--- src/hdl/mnee_pkg.sv ---
package mnee_pkg;

  localparam int unsigned TIME_W             = 32;
  localparam int unsigned TPB_W              = 16;
  localparam int unsigned PITCH_W            = 8;
  localparam int unsigned VEL_W              = 17;
  localparam int unsigned COUNT_W            = 32;
  localparam int unsigned BYTE_W             = 8;
  localparam int unsigned MAX_BYTES          = 7;
  localparam int unsigned LEN_W              = $clog2(MAX_BYTES + 1);
  localparam int unsigned PROD_W             = TIME_W + TPB_W;
  localparam int unsigned VLQ_BITS           = 28;
  localparam int unsigned VEL_PROD_W         = VEL_W + 7;
  localparam int unsigned DEF_TIME_FRAC_BITS = 16;

  localparam logic [TPB_W-1:0]   TPB_RESET  = 16'd480;
  localparam logic [BYTE_W-1:0]  STATUS_ON  = 8'h90;
  localparam logic [BYTE_W-1:0]  STATUS_OFF = 8'h80;
  localparam logic [BYTE_W-1:0]  CONT_BIT   = 8'h80;
  localparam logic [VEL_PROD_W-1:0] VEL_SCALE = 24'd127;

  typedef logic [BYTE_W-1:0] byte_t;

  // One encoded event handed to the output buffer, first byte in slot 0.
  typedef struct packed {
    logic [MAX_BYTES-1:0][BYTE_W-1:0] bytes;
    logic [LEN_W-1:0]                 len;
    logic                             err;
    logic [COUNT_W-1:0]               count;
  } load_t;

endpackage

--- src/hdl/mnee_if.sv ---
interface mnee_in_if;
  logic                          valid;
  logic                          ready;
  logic [mnee_pkg::TIME_W-1:0]   event_time;
  logic                          note_on;
  logic [mnee_pkg::PITCH_W-1:0]  pitch_value;
  logic [mnee_pkg::VEL_W-1:0]    velocity_frac;

  modport source (output valid, event_time, note_on, pitch_value, velocity_frac,
                  input ready);
  modport sink   (input valid, event_time, note_on, pitch_value, velocity_frac,
                  output ready);
endinterface

interface mnee_out_if;
  logic                          valid;
  logic                          ready;
  logic [mnee_pkg::BYTE_W-1:0]   out_byte;
  logic                          last_of_event;
  logic                          error_flag;
  logic [mnee_pkg::COUNT_W-1:0]  notes_counted;

  modport source (output valid, out_byte, last_of_event, error_flag, notes_counted,
                  input ready);
  modport sink   (input valid, out_byte, last_of_event, error_flag, notes_counted,
                  output ready);
endinterface

interface mnee_cfg_if;
  logic                          valid;
  logic                          ready;
  logic [mnee_pkg::TPB_W-1:0]    data;

  modport source (output valid, data, input ready);
  modport sink   (input valid, data, output ready);
endinterface

--- src/hdl/midi_note_event_encoder.sv ---
// An accepted event word passes through the input register and the product register,
// and its first byte is offered once it is loaded into the output buffer, which
// happens when the output buffer is free.
// An event puts 3 to 7 bytes on the byte-wide output, a rejected event one byte; the
// single product stage takes a new event only after the previous one has left it.
// Reset (rst_n, synchronous, active low) clears the time, on/off and count state,
// sets ticks_per_beat to 480 and empties every stage.
module midi_note_event_encoder #(
  parameter int unsigned TIME_FRAC_BITS = mnee_pkg::DEF_TIME_FRAC_BITS
) (
  input  logic        clk,
  input  logic        rst_n,
  mnee_in_if.sink     in_ch,
  mnee_out_if.source  out_ch,
  mnee_cfg_if.sink    cfg_ch
);
  import mnee_pkg::*;

  // Rounding constant: one half tick in the fixed-point product, zero when the
  // time has no fraction bits.
  localparam logic [PROD_W:0] HALF = (PROD_W + 1)'((64'(1) << TIME_FRAC_BITS) >> 1);

  // Configuration register; the user writes only while the block is idle, unchecked.
  logic [TPB_W-1:0] tpb_r;
  assign cfg_ch.ready = 1'b1;

  always_ff @(posedge clk) begin
    if (!rst_n) begin
      tpb_r <= TPB_RESET;
    end else if (cfg_ch.valid && cfg_ch.ready) begin
      tpb_r <= cfg_ch.data;
    end
  end

  // Committed event state. It is updated only when a good event is handed to the
  // output buffer, and the product stage never runs while another event sits
  // between it and that commit, so no forwarding is needed.
  logic [TIME_W-1:0]  prev_time_r;
  logic               prev_on_r;
  logic [COUNT_W-1:0] note_count_r;

  // Input register: holds the next event while the current one is worked on
  // or while earlier bytes are still being drained.
  logic                in_valid_r;
  logic [TIME_W-1:0]   in_time_r;
  logic                in_on_r;
  logic [PITCH_W-1:0]  in_pitch_r;
  logic [VEL_W-1:0]    in_vel_r;
  logic                in_fire;
  logic                mul_take;

  // Product stage: the time difference scaled by ticks_per_beat, plus the
  // velocity byte, which needs only a small constant multiply.
  logic                prod_valid_r;
  logic [PROD_W-1:0]   prod_r;
  logic                bwd_r;
  logic                prod_on_r;
  logic [PITCH_W-1:0]  prod_pitch_r;
  byte_t               vel_byte_r;
  logic                prod_take;

  // The event time travels with the product so the committed time is exact.
  logic [TIME_W-1:0]   prod_time_r;

  logic [TIME_W-1:0]     diff;
  logic [VEL_PROD_W-1:0] vel_prod;

  assign mul_take    = in_valid_r && !prod_valid_r;
  assign in_ch.ready = !in_valid_r || mul_take;
  assign in_fire     = in_ch.valid && in_ch.ready;

  assign diff     = in_time_r - prev_time_r;
  assign vel_prod = VEL_PROD_W'(in_vel_r) * VEL_SCALE;

  always_ff @(posedge clk) begin
    if (!rst_n) begin
      in_valid_r <= 1'b0;
    end else if (in_fire) begin
      in_valid_r <= 1'b1;
    end else if (mul_take) begin
      in_valid_r <= 1'b0;
    end
    if (in_fire) begin
      in_time_r  <= in_ch.event_time;
      in_on_r    <= in_ch.note_on;
      in_pitch_r <= in_ch.pitch_value;
      in_vel_r   <= in_ch.velocity_frac;
    end
  end

  always_ff @(posedge clk) begin
    if (!rst_n) begin
      prod_valid_r <= 1'b0;
    end else if (mul_take) begin
      prod_valid_r <= 1'b1;
    end else if (prod_take) begin
      prod_valid_r <= 1'b0;
    end
    if (mul_take) begin
      prod_r       <= PROD_W'(diff) * PROD_W'(tpb_r);
      bwd_r        <= (in_time_r < prev_time_r);
      prod_on_r    <= in_on_r;
      prod_pitch_r <= in_pitch_r;
      vel_byte_r   <= vel_prod[VEL_PROD_W-1 -: BYTE_W];
      prod_time_r  <= in_time_r;
    end
  end

  // Encode stage: round the product to whole ticks, range check it against the
  // 28-bit limit of a variable-length quantity, and lay out the bytes.
  logic [PROD_W:0]    rounded;
  logic [PROD_W:0]    ticks_full;
  logic [VLQ_BITS-1:0] ticks;
  logic               too_big;
  logic               enc_err;
  logic [COUNT_W-1:0] count_nxt;
  load_t              load;
  logic               can_load;

  assign rounded    = {1'b0, prod_r} + HALF;
  assign ticks_full = rounded >> TIME_FRAC_BITS;
  assign too_big    = |ticks_full[PROD_W:VLQ_BITS];
  assign ticks      = ticks_full[VLQ_BITS-1:0];
  assign enc_err    = bwd_r || too_big;

  // Note-on count saturates at all ones.
  assign count_nxt = (prod_on_r && !(&note_count_r)) ? note_count_r + COUNT_W'(1)
                                                      : note_count_r;

  always_comb begin
    logic [LEN_W-1:0] k;
    k          = '0;
    load.bytes = '0;
    load.err   = enc_err;
    if (enc_err) begin
      // A rejected event yields one zero byte and keeps the old count.
      load.len   = LEN_W'(1);
      load.count = note_count_r;
    end else begin
      // Delta ticks, most significant 7-bit group first; leading zero groups
      // are dropped and every group but the last carries the continuation bit.
      if (|ticks[27:21]) begin
        load.bytes[k] = CONT_BIT | {1'b0, ticks[27:21]};
        k = k + LEN_W'(1);
      end
      if (|ticks[27:14]) begin
        load.bytes[k] = CONT_BIT | {1'b0, ticks[20:14]};
        k = k + LEN_W'(1);
      end
      if (|ticks[27:7]) begin
        load.bytes[k] = CONT_BIT | {1'b0, ticks[13:7]};
        k = k + LEN_W'(1);
      end
      load.bytes[k] = {1'b0, ticks[6:0]};
      k = k + LEN_W'(1);
      // Running status: the status byte appears only when on/off changes.
      if (prod_on_r != prev_on_r) begin
        load.bytes[k] = prod_on_r ? STATUS_ON : STATUS_OFF;
        k = k + LEN_W'(1);
      end
      load.bytes[k] = prod_pitch_r;
      k = k + LEN_W'(1);
      load.bytes[k] = vel_byte_r;
      k = k + LEN_W'(1);
      load.len   = k;
      load.count = count_nxt;
    end
  end

  assign prod_take = prod_valid_r && can_load;

  always_ff @(posedge clk) begin
    if (!rst_n) begin
      prev_time_r  <= '0;
      prev_on_r    <= 1'b0;
      note_count_r <= '0;
    end else if (prod_take && !enc_err) begin
      prev_time_r  <= prod_time_r;
      prev_on_r    <= prod_on_r;
      note_count_r <= count_nxt;
    end
  end

  mnee_out_buf u_out_buf (
    .clk        (clk),
    .rst_n      (rst_n),
    .load_valid (prod_valid_r),
    .load       (load),
    .can_load   (can_load),
    .out_ch     (out_ch)
  );

  // A rejected event is always a lone, zero, final byte.
  a_err_lone: assert property (@(posedge clk) disable iff (!rst_n)
    out_ch.valid && out_ch.error_flag |-> out_ch.last_of_event && out_ch.out_byte == '0)
    else $error("error result is not a lone zero byte");

  // Committed time never moves backward.
  a_time_mono: assert property (@(posedge clk) disable iff (!rst_n)
    $past(rst_n) |-> prev_time_r >= $past(prev_time_r))
    else $error("committed event time moved backward");

  // The note-on count never decreases.
  a_count_mono: assert property (@(posedge clk) disable iff (!rst_n)
    $past(rst_n) |-> note_count_r >= $past(note_count_r))
    else $error("note-on count decreased");

  // State changes only when a good event is handed to the output buffer.
  a_commit_src: assert property (@(posedge clk) disable iff (!rst_n)
    $past(rst_n) && !$past(prod_take && !enc_err) |-> $stable(prev_on_r)
      && $stable(prev_time_r))
    else $error("event state changed without a commit");

endmodule

--- src/hdl/mnee_out_buf.sv ---
module mnee_out_buf (
  input  logic            clk,
  input  logic            rst_n,
  input  logic            load_valid,
  input  mnee_pkg::load_t load,
  output logic            can_load,
  mnee_out_if.source      out_ch
);
  import mnee_pkg::*;

  logic [MAX_BYTES-1:0][BYTE_W-1:0] buf_r, buf_nxt;
  logic [LEN_W-1:0]                 len_r, len_nxt;
  logic                             err_r, err_nxt;
  logic [COUNT_W-1:0]               count_r, count_nxt;
  logic                             pop;

  assign pop      = out_ch.valid && out_ch.ready;
  assign can_load = (len_r == '0) || (len_r == LEN_W'(1) && pop);

  always_comb begin
    buf_nxt   = buf_r;
    len_nxt   = len_r;
    err_nxt   = err_r;
    count_nxt = count_r;
    if (load_valid && can_load) begin
      buf_nxt   = load.bytes;
      len_nxt   = load.len;
      err_nxt   = load.err;
      count_nxt = load.count;
    end else if (pop) begin
      // Slide the next byte into the head slot.
      buf_nxt = buf_r >> BYTE_W;
      len_nxt = len_r - LEN_W'(1);
    end
  end

  always_ff @(posedge clk) begin
    if (!rst_n) begin
      len_r <= '0;
    end else begin
      len_r <= len_nxt;
    end
    buf_r   <= buf_nxt;
    err_r   <= err_nxt;
    count_r <= count_nxt;
  end

  assign out_ch.valid         = (len_r != '0);
  assign out_ch.out_byte      = buf_r[0];
  assign out_ch.last_of_event = (len_r == LEN_W'(1));
  assign out_ch.error_flag    = err_r;
  assign out_ch.notes_counted = count_r;

endmodule
--- src/flat_wrapper.sv ---
// flat-port wrapper written by rule: the top's interface ports become plain ports
module midi_note_event_encoder_flat import mnee_pkg::*;
#(
  parameter int unsigned TIME_FRAC_BITS = mnee_pkg::DEF_TIME_FRAC_BITS
)
  (clk, rst_n, in_ch_valid, in_ch_event_time, in_ch_note_on, in_ch_pitch_value, in_ch_velocity_frac, in_ch_ready, out_ch_valid, out_ch_out_byte, out_ch_last_of_event, out_ch_error_flag, out_ch_notes_counted, out_ch_ready, cfg_ch_valid, cfg_ch_data, cfg_ch_ready);
  mnee_in_if in_ch_i ();
  mnee_out_if out_ch_i ();
  mnee_cfg_if cfg_ch_i ();
  input  logic clk;
  input  logic rst_n;
  input wire logic [$bits(in_ch_i.valid)-1:0] in_ch_valid;
  input wire logic [$bits(in_ch_i.event_time)-1:0] in_ch_event_time;
  input wire logic [$bits(in_ch_i.note_on)-1:0] in_ch_note_on;
  input wire logic [$bits(in_ch_i.pitch_value)-1:0] in_ch_pitch_value;
  input wire logic [$bits(in_ch_i.velocity_frac)-1:0] in_ch_velocity_frac;
  output wire logic [$bits(in_ch_i.ready)-1:0] in_ch_ready;
  output wire logic [$bits(out_ch_i.valid)-1:0] out_ch_valid;
  output wire logic [$bits(out_ch_i.out_byte)-1:0] out_ch_out_byte;
  output wire logic [$bits(out_ch_i.last_of_event)-1:0] out_ch_last_of_event;
  output wire logic [$bits(out_ch_i.error_flag)-1:0] out_ch_error_flag;
  output wire logic [$bits(out_ch_i.notes_counted)-1:0] out_ch_notes_counted;
  input wire logic [$bits(out_ch_i.ready)-1:0] out_ch_ready;
  input wire logic [$bits(cfg_ch_i.valid)-1:0] cfg_ch_valid;
  input wire logic [$bits(cfg_ch_i.data)-1:0] cfg_ch_data;
  output wire logic [$bits(cfg_ch_i.ready)-1:0] cfg_ch_ready;
  assign in_ch_i.valid = in_ch_valid;
  assign in_ch_i.event_time = in_ch_event_time;
  assign in_ch_i.note_on = in_ch_note_on;
  assign in_ch_i.pitch_value = in_ch_pitch_value;
  assign in_ch_i.velocity_frac = in_ch_velocity_frac;
  assign in_ch_ready = in_ch_i.ready;
  assign out_ch_valid = out_ch_i.valid;
  assign out_ch_out_byte = out_ch_i.out_byte;
  assign out_ch_last_of_event = out_ch_i.last_of_event;
  assign out_ch_error_flag = out_ch_i.error_flag;
  assign out_ch_notes_counted = out_ch_i.notes_counted;
  assign out_ch_i.ready = out_ch_ready;
  assign cfg_ch_i.valid = cfg_ch_valid;
  assign cfg_ch_i.data = cfg_ch_data;
  assign cfg_ch_ready = cfg_ch_i.ready;
  midi_note_event_encoder #(.TIME_FRAC_BITS(TIME_FRAC_BITS)) u_core (.clk(clk), .rst_n(rst_n), .in_ch(in_ch_i), .out_ch(out_ch_i), .cfg_ch(cfg_ch_i));
endmodule
--- config.mk ---
export PLATFORM = sky130hd
export DESIGN_NAME = midi_note_event_encoder_flat
export DESIGN_NICKNAME = d
export VERILOG_FILES = /design/src/hdl/mnee_pkg.sv /design/src/hdl/mnee_if.sv /design/src/hdl/midi_note_event_encoder.sv /design/src/hdl/mnee_out_buf.sv /design/src/flat_wrapper.sv
export SDC_FILE = /design/constraint.sdc
export NUM_CORES = 2
export LEC_CHECK = 0
export CAP_MARGIN = 20
export CORE_AREA = 2 2 314 316
export DETAILED_ROUTE_END_ITERATION = 12
export DIE_AREA = 0 0 316 318
export DONT_BUFFER_PORTS = 1
export PLACE_DENSITY = 0.54
export SYNTH_ARGS = -nofsm -noshare
export SYNTH_HDL_FRONTEND = slang
export SYNTH_SLANG_ARGS = --single-unit
export TNS_END_PERCENT = 50
--- constraint.sdc ---
create_clock -name clk -period 21.1 [get_ports clk]
set_clock_uncertainty 0.1 [all_clocks]
set_input_delay 4.22 -clock clk [delete_from_list [all_inputs] [get_ports clk]]
set_output_delay 4.22 -clock clk [all_outputs]
set_load 0.005 [all_outputs]
==> reports/metrics.csv <==
metric;value;unit
cp_slowest_cell;xnor2_2;
final_max_slew_viol_count;0;
ys_ff_latch;316;
finalInstanceArea;0.0364;mm²
worstSetupPathType;flip-flop to flip-flop;
area_growth;7.78;%
antenna_found_initial;0;
synth_nets;4304;
cts_resized;0;
layout-drive-gt1-share;4.80;%
grt-ovfl-total;0;
clockBufferDepth;3;
cellLeakagePower;15.7;nW
maxCapViolations;0;
hold_depth;0;
worst_slew_pin_slew;1.06;ns
place_area;0.0351;mm²
grt_use_total;17.7;%
synth_ff_type;edfxtp_1;
netlist_top_cells_area;fa_1 28%, edfxtp_1 20%, ha_1 7.4%, inv_1 6.5%, nand2_1 6.0%;
synth.distinct_cells;82;
rows;115;
grt_max_degree;80;
ff2ff_path_depth;33;
crit_top_cell;fa_1;
via_per_inst;5.03;
cts.hold.buffers_added;0;
slew-limit-headroom;29.3;%
fin_ws;11.41;ns
drc_errors;0;
cp.required;21.30;ns
nets;4229;
pin_count;124;
fillCellCount;9777;
postCtsSetupRepairBufs;0;
synth-seq-area-share;25.6;%
synth_edf_count;230;
synth_top_area_share;28.3;%
max_stage_delay;0.82;ns
drt_wl_total;87600;µm
die_h;318;µm
rsz0062_at_grt;no;
cts_buffers;37;
path_clk_slew;0.06;ns
synth_area;0.0337;mm²
cts_tree;built;
htreeDepth;2;
start_util;34.6;%
synth_top_family_by_area;adder cells;
post-place-ws;11.47;ns
cp-start-kind;flip-flop;
synth-async-reset-ratio;0;%
die_x;316;µm
status;finished, final reports clean;
routedWlPerCell;18.3;µm
antenna-diode-count;0;
portBuffers;0;
final.setup.tns;0;ns
coreArea;0.0974;mm²
grt_pass1_vias;24500;
drtPass1Iterations;5;
synth.avg_cell_area;9.51;µm²
power_density;182;mW/mm²
fmax;103;MHz
clock_sinks;316;
cp.arrival;9.89;ns
yosys_warnings;0;
dp_hpwl;63900;µm
hold_class;flip-flop to flip-flop;
muxShareOfSynthArea;1.48;%
synthSimpleGateAreaFrac;16.4;%
root_buffer;clkbuf_16;
clk_latency;0.56;ns
synthXorXnorAreaFrac;3.96;%
yosysTopAreaCell;fa_1;
period_needed;9.69;ns
synth_compound_area_share;8.35;%
grt_pass1_wl;141000;µm
dr_total_vias;24100;
dieArea;0.100;mm²
initialDrtViolationCount;1581;
min_period_over_period;45.9;%
ir_drop;0.275;mV
synthAdderAreaFrac;35.7;%
finalHoldViolCount;0;
cp_max_fo;16;
critPathCaptureType;flip-flop;
ant_nets;0;
place_congestion;0.895;
finalSetupViolCount;0;
synth_cells;3548;
## synthesized netlist by cell type (22+ instances only)
cell type / count
nand3_1: 52
dfxtp_1: 86
xnor2_1: 92
nand2_1: 537
a21o_1: 26
nor2_1: 179
inv_1: 581
nand4_1: 34
ha_1: 200
and2_1: 201
fa_1: 477
nor2b_1: 28
edfxtp_1: 230
xor2_1: 57
o21ai_0: 108
nor3_1: 47
clkbuf_1: 134
a211oi_1: 22
mux2i_1: 41
a21oi_1: 124
## placed cells by master, fill, tap and decap left out, types with 9 or more instances in the layout
cell / instances
nor2b_1: 27
xor2_1: 56
or2_2: 9
a211oi_1: 22
dfxtp_2: 10
edfxtp_1: 230
xnor2_1: 90
o211ai_1: 10
ha_1: 200
dfxtp_1: 76
o22ai_1: 12
or3_1: 20
and3_1: 19
nand3_1: 52
o21ai_1: 9
nand2b_1: 20
and2_1: 200
clkbuf_16: 40
nor3_1: 47
inv_1: 580
a21o_1: 26
nand4_1: 34
o21ai_0: 108
o21a_1: 18
nor2_1: 175
o221ai_1: 14
and4_1: 9
buf_4: 47
mux2i_1: 41
a21oi_1: 124
fa_1: 477
nand2_1: 535
o211a_1: 10
## cell type report
type                       instances  area, µm²  share of cell area [%]
multi-input combinational       2487      22300                    61.3
sequential                       316       8640                    23.8
inverter                         583       2190                    6.02
tap                             1287       1610                    4.43
clock buffer                      48       1040                    2.86
timing repair buffer              48        368                    1.01
clock inverter                    19        221                   0.609
## worst max-delay path, delay by kind of cell (launching register included)
| family | cells | cell delay (ns) |
|---|---|---|
| adder cells (fa/ha/maj) | 9 | 3.71 |
| flip-flops | 1 | 0.38 |
| buffers and inverters | 6 | 0.37 |
| XOR/XNOR | 2 | 0.93 |
| AO/OA/AOI/OAI | 11 | 2.78 |
| AND/OR/NAND/NOR | 5 | 1.15 |
## per-stage QoR
| step | util, % | std cells | hold WS (ns) | total power, W |
|---|---|---|---|---|
| global placement | 36.0 | 4719 | 0.309 | 0.00599 |
| CTS | 37.3 | 4786 | 0.311 | 0.00674 |
| detailed placement | 36.0 | 4719 | 0.306 | 0.00602 |
| global route | 37.3 | 4788 | 0.315 | 0.00741 |
| floorplan | - | 3548 | 0.300 | 0.00467 |
| finish | 37.3 | 4788 | 0.313 | 0.00660 |
## cells by family after synthesis
kind of cell | count (synthesis)
AO/OA/AOI/OAI | 433
XOR/XNOR | 151
adder cells (fa/ha/maj) | 677
buffers and inverters | 745
flip-flops | 316
multiplexers | 49
other | 1
AND/OR/NAND/NOR | 1176
## final timing paths
path | endpoint | slack [ns] | startpoint
setup reg to reg | u_core.prod_r[47] | 11.41 | u_core.in_time_r[0]
hold reg to reg | u_core.prod_pitch_r[7] | 0.31 | u_core.in_pitch_r[7]
setup / recovery | u_core.prod_r[47] | 11.41 | u_core.in_time_r[0]
hold / removal | u_core.prod_pitch_r[7] | 0.31 | u_core.in_pitch_r[7]
## state kept, by name, indices dropped and copies added, names as in the netlist, 16 cells and up
name / count
u_core.prod_time_r: 32
u_core.note_count_r: 32
u_core.in_vel_r: 17
u_core.u_out_buf.out_ch.notes_counted: 32
u_core.tpb_r: 16
u_core.prev_time_r: 32
u_core.in_time_r: 32
u_core.u_out_buf.buf_r: 48
u_core.prod_r: 33
## report_power, final
group	total [W]	internal (W)	switching, W
combinational	0.00477	0.00196	0.00281
clock	0.000669	0.000401	0.000269
sequential	0.00116	0.00104	0.000119
total	0.00660	0.00340	0.00320
## routing by layer
| metal | track usage, % | routed length (µm) | part of all wire (%) |
|---|---|---|---|
| met3 | 2.09 | 4670 | 5.3 |
| met4 | 3.52 | 1430 | 1.6 |
| met1 | 25.4 | 40300 | 46 |
| met5 | 0 | 0 | 0 |
| met2 | 28.9 | 41100 | 47 |
Power figures use the tool's default switching activity.
